--- config.mk ---
export PLATFORM = sky130hd
export DESIGN_NAME = stable_priority_queue_table_top
export DESIGN_NICKNAME = d
export VERILOG_FILES = /design/src/rtl/core/spq_pkg.sv /design/src/rtl/core/spq_ram.sv /design/src/rtl/core/stable_priority_queue_table_top.sv
export SDC_FILE = /design/constraint.sdc
export NUM_CORES = 1
export LEC_CHECK = 0
export BUFFER_PORTS_ARGS = -buffer_cell sky130_fd_sc_hd__buf_2
export CAP_MARGIN = 30
export CORE_UTILIZATION = 40
export CTS_BUF_LIST = sky130_fd_sc_hd__clkbuf_8
export CTS_CLUSTER_DIAMETER = 60
export DETAILED_ROUTE_END_ITERATION = 6
export HOLD_SLACK_MARGIN = 0.02
export PLACE_DENSITY = 0.65
export SYNTH_ARGS = -nofsm -noshare
export SYNTH_HDL_FRONTEND = slang
export SYNTH_SLANG_ARGS = --single-unit
--- constraint.sdc ---
create_clock -name clock -period 5.4 [get_ports clock]
set_input_delay 0.81 -clock clock [delete_from_list [all_inputs] [get_ports clock]]
set_output_delay 0.81 -clock clock [all_outputs]
set_load 0.02 [all_outputs]
--- src/rtl/core/spq_pkg.sv ---
`timescale 1ns / 1ps
package spq_pkg;
   localparam int CAPACITY = 16;
   localparam int IW = $clog2(CAPACITY);
   localparam int FW = $clog2(CAPACITY + 1);

   localparam logic [2:0] REQ_INSERT = 3'd0;
   localparam logic [2:0] REQ_REMOVE = 3'd1;
   localparam logic [2:0] REQ_UPDATE = 3'd2;
   localparam logic [2:0] REQ_SERVE  = 3'd3;
   localparam logic [2:0] REQ_COUNT  = 3'd4;
   localparam logic [2:0] REQ_LIST   = 3'd5;

   localparam logic [1:0] ST_OK       = 2'd0;
   localparam logic [1:0] ST_NOTFOUND = 2'd1;
   localparam logic [1:0] ST_FULL     = 2'd2;
   localparam logic [1:0] ST_EMPTY    = 2'd3;

   typedef struct packed {
      logic [15:0] tag;
      logic [15:0] prio;
   } entry_type;
endpackage

--- src/rtl/core/spq_ram.sv ---
`timescale 1ns / 1ps
module spq_ram (
   input  logic                clock,
   input  logic                we,
   input  logic [spq_pkg::IW-1:0] waddr,
   input  spq_pkg::entry_type  wdata,
   input  logic [spq_pkg::IW-1:0] raddr,
   output spq_pkg::entry_type  rdata
);
   import spq_pkg::*;

   entry_type mem [CAPACITY];
   entry_type rdata_ff;

   always_ff @(posedge clock) begin
      if (we) begin
         mem[waddr] <= wdata;
      end
      rdata_ff <= mem[raddr];
   end

   assign rdata = rdata_ff;
endmodule

--- src/rtl/core/stable_priority_queue_table_top.sv ---
`timescale 1ns / 1ps
// Channel  | Direction | Ports
// request  | in        | req_valid, req_ready, req_type, req_tag, req_prio
// response | out       | rsp_valid, rsp_ready, rsp_status, rsp_occupancy,
//          |           | rsp_entry_tag, rsp_entry_prio, rsp_last
// Entries live in a single-port-read memory with a registered read port.
// Count and unused codes go straight to the response state; insert, remove,
// serve and update walk the memory entry by entry through the read and write
// states; list emits a response per entry. Synchronous reset empties the
// table at once. A waiting response stalls only the step that must emit.
module stable_priority_queue_table_top (
   input  logic        clock,
   input  logic        reset,
   input  logic        req_valid,
   output logic        req_ready,
   input  logic [2:0]  req_type,
   input  logic [15:0] req_tag,
   input  logic signed [15:0] req_prio,
   output logic        rsp_valid,
   input  logic        rsp_ready,
   output logic [1:0]  rsp_status,
   output logic [4:0]  rsp_occupancy,
   output logic [15:0] rsp_entry_tag,
   output logic signed [15:0] rsp_entry_prio,
   output logic        rsp_last
);
   import spq_pkg::*;

   typedef enum logic [4:0] {
      S_IDLE = 5'b00001,
      S_RD   = 5'b00010,
      S_WR   = 5'b00100,
      S_LIST = 5'b01000,
      S_DONE = 5'b10000
   } state_type;

   state_type state_ff, state_in;
   logic [2:0]    op_ff, op_in;
   logic [15:0]   tag_ff, tag_in, prio_ff, prio_in;
   logic [FW-1:0] cnt_ff, cnt_in, fill_ff, fill_in;
   logic          found_ff, found_in, ins_ff, ins_in;
   logic [1:0]    st_ff, st_in;
   logic [15:0]   etag_ff, etag_in, eprio_ff, eprio_in;
   logic          rv_ff, rv_in, rl_ff, rl_in;
   logic [1:0]    rs_ff, rs_in;
   logic [FW-1:0] ro_ff, ro_in;
   logic [15:0]   rt_ff, rt_in, rp_ff, rp_in;

   logic          we;
   logic [IW-1:0] waddr, raddr;
   entry_type     wdata, rdata;
   logic [FW-1:0] cnt_m1, fill_m1;
   logic          out_free;

   spq_ram u_ram (
      .clock(clock), .we(we), .waddr(waddr), .wdata(wdata),
      .raddr(raddr), .rdata(rdata)
   );

   assign cnt_m1   = cnt_ff - FW'(1);
   assign fill_m1  = fill_ff - FW'(1);
   assign out_free = !rv_ff || rsp_ready;

   always_comb begin
      state_in = state_ff; op_in = op_ff; tag_in = tag_ff; prio_in = prio_ff;
      cnt_in = cnt_ff; fill_in = fill_ff; found_in = found_ff; ins_in = ins_ff;
      st_in = st_ff; etag_in = etag_ff; eprio_in = eprio_ff;
      rv_in = rv_ff && !rsp_ready; rl_in = rl_ff; rs_in = rs_ff; ro_in = ro_ff;
      rt_in = rt_ff; rp_in = rp_ff;
      we = 1'b0; waddr = cnt_ff[IW-1:0]; wdata = rdata; raddr = cnt_ff[IW-1:0];
      unique case (state_ff)
         S_IDLE: begin
            if (req_valid) begin
               op_in = req_type; tag_in = req_tag; prio_in = req_prio;
               st_in = ST_OK; etag_in = '0; eprio_in = '0;
               cnt_in = '0; found_in = 1'b0; ins_in = 1'b0;
               state_in = S_RD;
               unique case (req_type)
                  REQ_INSERT: begin
                     if (fill_ff == FW'(CAPACITY)) begin
                        st_in = ST_FULL; state_in = S_DONE;
                     end else begin
                        ins_in = 1'b1; cnt_in = fill_ff;
                     end
                  end
                  REQ_REMOVE, REQ_UPDATE: ;
                  REQ_SERVE, REQ_LIST: begin
                     if (fill_ff == '0) begin
                        st_in = ST_EMPTY; state_in = S_DONE;
                     end
                  end
                  default: state_in = S_DONE;
               endcase
            end
         end
         S_RD: begin
            if (ins_ff) begin
               if (cnt_ff == '0) begin
                  we = 1'b1; waddr = '0; wdata = '{tag: tag_ff, prio: prio_ff};
                  fill_in = fill_ff + FW'(1); state_in = S_DONE;
               end else begin
                  raddr = cnt_m1[IW-1:0]; state_in = S_WR;
               end
            end else if (op_ff == REQ_LIST) begin
               state_in = S_WR;
            end else if (cnt_ff == fill_ff) begin
               if (found_ff) begin
                  fill_in = fill_m1;
               end
               if (op_ff == REQ_UPDATE) begin
                  if (!found_ff && fill_ff == FW'(CAPACITY)) begin
                     st_in = ST_FULL; state_in = S_DONE;
                  end else begin
                     ins_in = 1'b1; cnt_in = found_ff ? fill_m1 : fill_ff;
                  end
               end else begin
                  st_in = found_ff ? ST_OK : ST_NOTFOUND; state_in = S_DONE;
               end
            end else begin
               state_in = S_WR;
            end
         end
         S_WR: begin
            if (ins_ff) begin
               we = 1'b1;
               if ($signed(rdata.prio) >= $signed(prio_ff)) begin
                  wdata = '{tag: tag_ff, prio: prio_ff};
                  fill_in = fill_ff + FW'(1); state_in = S_DONE;
               end else begin
                  cnt_in = cnt_m1; state_in = S_RD;
               end
            end else if (op_ff == REQ_LIST) begin
               state_in = S_LIST;
            end else begin
               // After the match every later entry moves down by one slot.
               if (found_ff) begin
                  we = 1'b1; waddr = cnt_m1[IW-1:0];
               end else if (op_ff == REQ_SERVE || rdata.tag == tag_ff) begin
                  found_in = 1'b1;
                  if (op_ff == REQ_SERVE) begin
                     etag_in = rdata.tag; eprio_in = rdata.prio;
                  end
               end
               cnt_in = cnt_ff + FW'(1); state_in = S_RD;
            end
         end
         S_LIST: begin
            if (out_free) begin
               rv_in = 1'b1; rs_in = ST_OK; ro_in = fill_ff;
               rt_in = rdata.tag; rp_in = rdata.prio;
               rl_in = (cnt_ff == fill_m1);
               cnt_in = cnt_ff + FW'(1);
               state_in = (cnt_ff == fill_m1) ? S_IDLE : S_RD;
            end
         end
         S_DONE: begin
            if (out_free) begin
               rv_in = 1'b1; rs_in = st_ff; ro_in = fill_ff;
               rt_in = etag_ff; rp_in = eprio_ff; rl_in = 1'b1;
               state_in = S_IDLE;
            end
         end
         default: state_in = S_IDLE;
      endcase
   end

   always_ff @(posedge clock) begin
      if (reset) begin
         state_ff <= S_IDLE;
         fill_ff  <= '0;
         rv_ff    <= 1'b0;
      end else begin
         state_ff <= state_in;
         fill_ff  <= fill_in;
         rv_ff    <= rv_in;
      end
      op_ff <= op_in; tag_ff <= tag_in; prio_ff <= prio_in; cnt_ff <= cnt_in;
      found_ff <= found_in; ins_ff <= ins_in; st_ff <= st_in;
      etag_ff <= etag_in; eprio_ff <= eprio_in;
      rl_ff <= rl_in; rs_ff <= rs_in; ro_ff <= ro_in; rt_ff <= rt_in; rp_ff <= rp_in;
   end

   assign req_ready      = (state_ff == S_IDLE);
   assign rsp_valid      = rv_ff;
   assign rsp_status     = rs_ff;
   assign rsp_occupancy  = 5'(ro_ff);
   assign rsp_entry_tag  = rt_ff;
   assign rsp_entry_prio = rp_ff;
   assign rsp_last       = rl_ff;
endmodule

======== Yosys cells after proc, flatten, opt, wreduce, memory -nomap -nowiden ========
Memory sizes are Yosys's and may differ from the RTL's. A register that Yosys moved wholly into a read port is not among the register bits.
Index checks and enable logic that the tools add are counted.
cells by class
  $lt $le $gt $ge ......................... 1
  reductions and logical operators ........ 28
  add/sub/neg operators ................... 4
  equal/unequal tests ..................... 38
  mux-type cells .......................... 113
operators by type and width
  kind                   count
  $mux W16               15
  $mux W5                32
  $mux W32               4
  $pmux W16 S2           4
  $pmux W32 S2           1
  $mux W4                9
  $ne A2 B2 Y1 const B   15
  $mux W1                25
  $pmux W5 S5            1
  $mux W2                11
  $pmux W5 S4            1
  $ne A3 B3 Y1 const B   6
  $eq A16 B16 Y1         1
  $ge A16 B16 Y1         1
  $pmux W5 S3            1
  $eq A3 B2 Y1 const B   4
  $pmux W2 S2            3
  $reduce_and A6 Y1      2
  $add A5 B1 Y5 const B  2
  $eq A5 B5 Y1           2
  $eq A5 B5 Y1 const B   2
  $logic_not A5 Y1       2
  $pmux W5 S2            1
  $reduce_and A10 Y1     1
  21 further kinds       38
word-level totals
  memory bits (writable) .................. 512
  memories ................................ 1
  bits in registers ....................... 127
  word-level logic and storage cells ...... 202
  output and inout port bits .............. 42
memory list
  memory     depth  bits a word  rd ports  clocked after Yosys merged registers in  write ports  RTL line       source
  u_ram.mem  16     32           1         1                                        1            spq_ram.sv:12  entry_type mem [CAPACITY];

======== Longest topological paths before layout ========
Gate-level depths: netlist of run 1.
  depth after elaboration ................. 8
  mapped depth ............................ 14
  depth with buffers taken out ............ 10

======== Hierarchy ========
From an unflattened synthesis of run 1, not the netlist that was laid out.
second synthesis, totals
  cell total of the unflattened synthesis .. 1,438
  area total of the unflattened synthesis .. 26,729.4 um^2
by module, submodules not included
  module                           cells an instance  area an instance (um^2)  instances
  spq_ram                          838                19,835.3                 1
  stable_priority_queue_table_top  600                6,894.1                  1

======== Worst setup path before layout of run 1 ========
Ideal clock, no wire load.
  path type ............................... reg-to-reg
  start ................................... register cnt_ff[0]
  end ..................................... memory u_ram.mem[9][0] (netlist bit), enable pin
  period minus slack after synthesis ...... 4.101 ns
  setup time .............................. 0.421 ns
  arrival time ............................ 3.679 ns
  setup slack ............................. 1.299 ns
  buffers on the path ..................... 1
  cell stages (with the launch flop) ...... 11
  cell sequence ........................... edfxtp_1 inv_1 ha_1 clkbuf_1 nor4b_2 nand4_1 nand2_1 or3b_1 o21ai_0 nand2_1 nor2_1
on the way
  word-level cells in the longest chain between the ends .. 6
  elaborated cells on any way between the ends .. 13
  classes of those cells .................. add/sub (1); mux (11); reduce/logical (1)
RTL lines
  item                                                                   RTL line                                source
  from (decl)                                                            stable_priority_queue_table_top.sv:40   logic [FW-1:0] cnt_ff, cnt_in, fill_ff, fill_in;
  from (signal assigned)                                                 stable_priority_queue_table_top.sv:177  op_ff <= op_in; tag_ff <= tag_in; prio_ff <= prio_in; cnt_ff <= cnt_in;
  parallel branches: the longest is 6 deep, another holds $sub A5 B1 Y5  -
  to (decl)                                                              spq_ram.sv:12
Parallel ways; which one is timed is not known.

======== Final worst setup path of run 1 ========
  start ................................... register cnt_ff[0]
  end ..................................... memory u_ram.mem[3][26] (netlist bit), enable pin
The elaborated chain is that of the path after synthesis.

==> flow_summary_export.csv, run 1 <==
group,metric,value,unit
clock_tree,ctsLongestPathBuffers,3,
synth,yosys.cell_types.count,62,
synth,synth_area_leaders,"sky130_fd_sc_hd__edfxtp_1, sky130_fd_sc_hd__mux2_2, sky130_fd_sc_hd__mux2i_1",
layout,nFillCells,5924,
critical_path,setup.worst_path.end_class,"register",
place,dp.final_hpwl,40.2,mm
sta,layout_setup_ws,892,ps
synth,synth-seq-cells,671,
hold_path,worstHoldPathType,"in2reg",
clock_tree,source_to_sink_clock_delay_at_the_later_pin_of_the_worst_skew_pair,720,ps
sta,fin_worst_skew,28.7,ps
clock_tree,clock_tree.htree_level_count,3,
clock_tree,path_clk_slew,70,ps
drt,drt.antenna.violating_nets,0,
sta,max-slew-margin-rel,37.4,%
sta,final.period_utilization,83.5,%
grt,antenna_violations_before_repair,5,
die,boundaryPins,81,
sta,finalSetupViolCount,0,
grt,grtUsageTotal,18.7,%
clock_tree,cts_root_buffer,"sky130_fd_sc_hd__clkbuf_8",
critical_path,crit_chain,"inv_1 > ha_1 > nor4b_2 > nand4_1 > nand2_1 > or3b_1 > o21ai_0 > nand2_1 > nor2_4 > buf_4",
place,portBuffers,80,
synth,syn_avg_cell_area,15.6,um^2
layout,final_area,31900,um^2
synth,yosysWarnings,0,
grt,grt_pass1_wl,98.4,mm
clock_tree,tritoncts,"done",
synth,synth-edff-count,628,
sta,final_critical_path_required_period,4510,ps
grt,largest_net_degree_at_the_start_of_global_routing,113,
drt,totalWireLength,66.2,mm
clock_tree,quantity_of_hold_fixing_buffers_added_after_cts,0,
drt,dr.pass1.iters,7,
layout,final_layout_size_suffix_gt1_share,25.7,%
synth,yosys_most_used_dff,"sky130_fd_sc_hd__edfxtp_1",
drt,drtIter0Drc,1509,
pwr,vdd_ir_drop_max,0.000300,V
critical_path,timing_worst_setup_path_type,"reg2reg",
critical_path,reg2reg_setup_slack,890,ps
critical_path,cp_max_fo,24,
drt,post-route-drc-count,0,
die,design.die.area,70400,um^2
drt,routed_via_density,5.35,
die,fp.dieW,265,um
synth,gate_count_post_synth,1783,
sta,timing_max_transition_violations_final,0,
die,initial_utilization,40.4,%
status,run_status,"finished, final reports clean",
critical_path,data_arrival_critical_path,4910,ps
layout,multi_input_area,7680,um^2
drt,num_vias,15737,
grt,first_global_vias,15694,
drt,detail_route.wl_per_cell,22.5,um
pwr,internal_power_summed_over_all_cells,10.5,mW
run,drv.max_cap_violation_count,0,
pwr,power_frac_comb,24.6,%
sta,worst_slew_pin_slew,939,ps
critical_path,crit_top_cell,"sky130_fd_sc_hd__nand2_1",
sta,rsz0062_at_grt,"false",
synth,asyncSetResetFlopFracSynth,0,%
place,gp_routability_congestion,0.899,
clock_tree,cts_num_sinks,671,
synth,netlist.area_leader.share,68.0,%
pwr,power.switching,4.89,mW
critical_path,critical-path-max-stage-delay,760,ps
layout,finish.net_count,1978,
sta,achievable-frequency,0.222,GHz
clock_tree,numCtsBuffers,110,
pwr,power_per_cell_area,483,nW/um^2
synth,syn-cell-area,27700,um^2
pwr,p_leak,11.2,nW
place,placement.setup.worst_slack,987,ps
sta,final-hold-violation-count,0,
critical_path,critical_path.startpoint_type,"register",
die,fp.coreArea,68600,um^2
pwr,sw_frac_of_total,31.8,%
layout,seq_cell_area,19700,um^2
die,num_rows,96,
place,postPlaceCellArea,29600,um^2
sta,fin_setup_tns,0,ps
synth,synth-seq-area-share,71.1,%
critical_path,critical_path_required,5800,ps
critical_path,worst_path_max_delay_cell,"sky130_fd_sc_hd__nor2_4",
synth,cell_accounting_for_the_most_synthesized_area,"sky130_fd_sc_hd__edfxtp_1",
layout,area_growth_syn_to_layout,15.0,%
pwr,power.clock.fraction,29.5,%
synth,synth_fp_nets,1844,
die,die_height,265,um
grt,grt.overflow.total,0,
pwr,power.share.sequential,45.9,%
clock_tree,post_cts.repair.setup_buffers,0,
clock_tree,post_cts_resized,0,
-- final timing paths --
check                     from                  to  cells after the start
setup / recovery     cnt_ff[0]    u_ram.mem[3][26]                     10
hold / removal     req_prio[7]          prio_ff[7]                      1
setup reg to reg     cnt_ff[0]    u_ram.mem[3][26]                     10
hold reg to reg   eprio_ff[15]  rsp_entry_prio[15]                      1
-- critical path, delay by kind of cell, from the launching register on --
family	cells	cell delay [ps]
fa+ha+maj	1	380
buf+inv	2	520
simple gates	6	2610
flops	1	530
compound gates	1	130
-- power by group through the flow --
stage | Combinational, mW | Sequential, mW | Clock (mW)
after floorplan | 2.61 | 6.92 | 0
after global placement | 3.67 | 7.16 | 0
after detailed placement | 3.77 | 7.16 | 0
after CTS | 3.79 | 7.06 | 4.64
after global routing | 4.10 | 7.10 | 4.84
final | 3.79 | 7.07 | 4.54
-- layout by cell type, fill, tap and decap left out, drive strengths merged, types with 4 or more instances in the layout --
cell / count
bufinv: 7
nor3: 16
xor2: 18
ha: 22
edfxtp: 628
clkinv: 34
and2: 4
nand4: 38
mux2i: 134
nand2b: 7
nand3: 19
nor2: 45
nor4: 7
nand2: 176
a21oi: 24
buf: 127
dfxtp: 43
a31oi: 6
and3: 34
inv: 62
mux2: 198
xnor2: 15
o211ai: 130
nor2b: 7
o31ai: 5
o22ai: 4
clkbuf: 129
o21ai: 23
-- state kept, by name (all words and copies together), names as in the netlist, 2 cells and up --
name	count
op_ff	3
rsp_entry_tag	16
fill_ff	5
cnt_ff	5
st_ff	2
state_ff	5
eprio_ff	16
u_ram.rdata	32
etag_ff	16
prio_ff	16
rsp_entry_prio	16
rsp_occupancy	5
tag_ff	16
rsp_status	2
u_ram.mem	512
-- cells in the mapped netlist, types with 18 or more instances --
cell type	n
sky130_fd_sc_hd__mux2i_1	134
sky130_fd_sc_hd__dfxtp_1	43
sky130_fd_sc_hd__edfxtp_1	628
sky130_fd_sc_hd__mux2_2	195
sky130_fd_sc_hd__o21ai_0	22
sky130_fd_sc_hd__ha_1	22
sky130_fd_sc_hd__a21oi_1	24
sky130_fd_sc_hd__clkbuf_1	58
sky130_fd_sc_hd__xor2_1	18
sky130_fd_sc_hd__nor2_1	45
sky130_fd_sc_hd__nand3_1	19
sky130_fd_sc_hd__o211ai_1	130
sky130_fd_sc_hd__nand4_1	38
sky130_fd_sc_hd__nand2_1	175
sky130_fd_sc_hd__and3_1	34
sky130_fd_sc_hd__buf_2	37
sky130_fd_sc_hd__inv_1	31
-- through the flow --
stage          instances  power [mW]  hold slack (ps)  utilization [%]
2_1_floorplan       1783        9.53              403                -
3_3_place_gp        2733        10.8              535             43.1
3_5_place_dp        2736        10.9              534             43.1
4_1_cts             2939        15.5              206             46.5
5_1_grt             2940        16.0              215             46.5
6_report            2942        15.4              265             46.5
-- final cells by class --
cell class	instances	area share (%)
multi-input cells	976	24.1
clock buffers	129	5.57
repair buffers	127	2.81
inverters	31	0.365
well taps	931	3.65
flip-flops and latches	671	61.8
clock inverters	74	1.66
diodes	3	0.0235
-- logic make-up after synthesis --
family                     share of synthesized area (%)
buffers and inverters                               2.05
AOI/OAI and AO/OA                                   5.54
and+or+nand+nor                                     6.41
adders and majority gates                          0.992
muxes                                               12.9
DFF                                                 71.1
xor gates and xnor gates                            1.04
-- metal layers --
layer / vias to the layer above / global-route usage (%) / share of wire, %
met2: 512 / 29.9 / 48
met1: 7964 / 25.8 / 44
met5: - / 0 / 0.020
li1: 7188 / - / -
met4: 2 / 5.44 / 1.6
met3: 71 / 4.02 / 6.5
No activity file was read; power rests on OpenSTA's default activity.
==> run 2: changes to the inputs <==
--- a/config.mk
+++ b/config.mk
@@ -12,7 +12,7 @@
 export CTS_CLUSTER_DIAMETER = 60
 export DETAILED_ROUTE_END_ITERATION = 6
 export HOLD_SLACK_MARGIN = 0.02
-export PLACE_DENSITY = 0.65
+export PLACE_DENSITY = 0.67
 export SYNTH_ARGS = -nofsm -noshare
 export SYNTH_HDL_FRONTEND = slang
 export SYNTH_SLANG_ARGS = --single-unit
==> constraint.sdc (replaced) <==
create_clock -name clock -period 3.9 [get_ports clock]
set_input_delay 0.585 -clock clock [delete_from_list [all_inputs] [get_ports clock]]
set_output_delay 0.585 -clock clock [all_outputs]
set_load 0.02 [all_outputs]
==> run 2 against run 1 <==
Compared with the run above:
- combinational power up 40%
- clock power rose by 28%
- utilization is 0.34 points higher
- flip-flop and latch count did not move
- cell count grew 0.41%
- highest routed layer is now met4
- critical endpoint is now u_ram.rdata[11]
- non-clock buffer count increased by 25
- clock skew grew 7.5 ps
==> flow_summary_export.csv, run 2 (synthesis gave the netlist of run 1 again) <==
group,metric,value,unit
critical_path,critical-path-max-stage-delay,540,ps
sta,fin_worst_skew,36.3,ps
critical_path,timing_worst_setup_path_type,"reg2reg",
die,fp.coreArea,68600,um^2
clock_tree,clock_tree.htree_level_count,3,
grt,first_global_vias,15961,
place,portBuffers,80,
die,boundaryPins,81,
clock_tree,tritoncts,"done",
die,initial_utilization,40.4,%
grt,largest_net_degree_at_the_start_of_global_routing,145,
die,fp.dieW,265,um
clock_tree,ctsLongestPathBuffers,3,
clock_tree,cts_root_buffer,"sky130_fd_sc_hd__clkbuf_8",
place,postPlaceCellArea,29900,um^2
layout,most_flops_register,"u_ram.mem",
critical_path,worst_path_max_delay_cell,"sky130_fd_sc_hd__edfxtp_1",
place,gp_routability_congestion,0.911,
sta,worst_slew_pin_slew,932,ps
layout,max_reg_flops,512,
layout,final_layout_size_suffix_gt1_share,25.3,%
critical_path,setup.worst_path.end_class,"register",
hold_path,worstHoldPathType,"in2reg",
pwr,p_leak,11.3,nW
pwr,power_per_cell_area,649,nW/um^2
critical_path,cp_max_fo,24,
place,placement.setup.worst_slack,366,ps
clock_tree,numCtsBuffers,103,
critical_path,critical_path.top_delay_family,"buffers and inverters",
critical_path,critical_path_required,4450,ps
layout,commonest_non_fill_non_tap_cell_in_the_layout,"sky130_fd_sc_hd__edfxtp_1",
critical_path,crit_chain,"inv_1 > ha_1 > nor4b_2 > inv_1 > ha_1 > mux2i_4 > buf_12 > buf_12 > mux2_2 > o211ai_1 > nand4_1",
clock_tree,cts_num_sinks,671,
drt,dr.pass1.iters,5,
die,die_height,265,um
sta,layout_setup_ws,319,ps
drt,routed_via_density,5.41,
drt,post-route-drc-count,0,
grt,grt_pass1_wl,101,mm
die,design.die.area,70400,um^2
drt,drtIter0Drc,1443,
place,dp.final_hpwl,38.7,mm
critical_path,critical_path.startpoint_type,"register",
sta,achievable-frequency,0.279,GHz
layout,final_cell_mix,"sky130_fd_sc_hd__edfxtp_1, sky130_fd_sc_hd__mux2_2, sky130_fd_sc_hd__nand2_1, sky130_fd_sc_hd__mux2i_1, sky130_fd_sc_hd__o211ai_1",
die,num_rows,96,
layout,finish.net_count,1996,
sta,final-hold-violation-count,0,
layout,layoutNonFillerInstCount,2954,
drt,detail_route.wl_per_cell,23.1,um
sta,rsz0062_at_grt,"false",
sta,final_critical_path_required_period,3580,ps
clock_tree,source_to_sink_clock_delay_at_the_later_pin_of_the_worst_skew_pair,700,ps
sta,timing_max_transition_violations_final,0,
clock_tree,post_cts_resized,0,
drt,num_vias,15987,
grt,grtUsageTotal,19.4,%
sta,finalSetupViolCount,0,
run,drv.max_cap_violation_count,0,
clock_tree,path_clk_slew,60,ps
status,run_status,"finished, final reports clean",
grt,grt.overflow.total,0,
place,placed_cells_incl_taps,2752,
layout,finalCoreUtilization,46.8,%
layout,area_growth_syn_to_layout,15.8,%
pwr,p_total,20.8,mW
sta,max-slew-margin-rel,37.6,%
drt,totalWireLength,68.3,mm
sta,final.period_utilization,91.8,%
grt,antenna_violations_before_repair,3,
critical_path,data_arrival_critical_path,4130,ps
critical_path,worstPathBufferInverterCount,4,
drt,drt.antenna.violating_nets,0,
pwr,vdd_ir_drop_max,0.000348,V
layout,final_area,32100,um^2
run 2: cell type report:
| type | count | area [um^2] |
|---|---|---|
| fill | 5853 | 36500 |
| sequential | 671 | 19700 |
| multi-input combinational | 976 | 7680 |
| clock buffer | 121 | 1670 |
| timing repair buffer | 152 | 1350 |
| tap | 931 | 1160 |
| clock inverter | 71 | 423 |
| inverter | 31 | 116 |
| antenna | 1 | 2.50 |
run 2: worst paths after layout:
check / start / cells past startpoint / slack [ps] / endpoint
min reg2reg: etag_ff[13] / 1 / 520 / rsp_entry_tag[13]
max: cnt_ff[0] / 11 / 320 / u_ram.rdata[11]
max reg2reg: cnt_ff[0] / 11 / 320 / u_ram.rdata[11]
min: req_prio[10] / 1 / 70 / prio_ff[10]
run 2: worst register-to-register path: cells and delay by family (launching register included):
family	cells	cell delay, ps
AND/OR/NAND/NOR	2	540
AO/OA/AOI/OAI	1	210
adder cells (fa/ha/maj)	2	690
multiplexers	2	590
flip-flops	1	540
buffers and inverters	4	870
run 2: report_power, final:
group	switching [mW]	internal, mW	total (mW)
clock network	2.68	3.15	5.83
logic	3.37	1.93	5.30
registers	0.514	9.21	9.72
run 2: metal layers:
layer,GRT usage (%),share of wire (%),routed length (um)
met3,2.75,6.5,4410
met2,32.2,49,33200
met4,6.61,2.2,1490
met5,0,0,0
met1,26.1,43,29200
run 2: repair_timing:
action                                  in CTS  in global routing
hold endpoints to repair                     9                  0
hold buffers                                 9                  0
endpoints found under the setup margin       0                  0
buffers inserted                             0                  0
run 2: stage by stage:
stage	setup TNS, ps	hold slack (ps)
finish	0	69.3
global route	0	46.5
floorplan	-44640	403
CTS	0	20.5
detailed placement	0	534
global placement	0	530
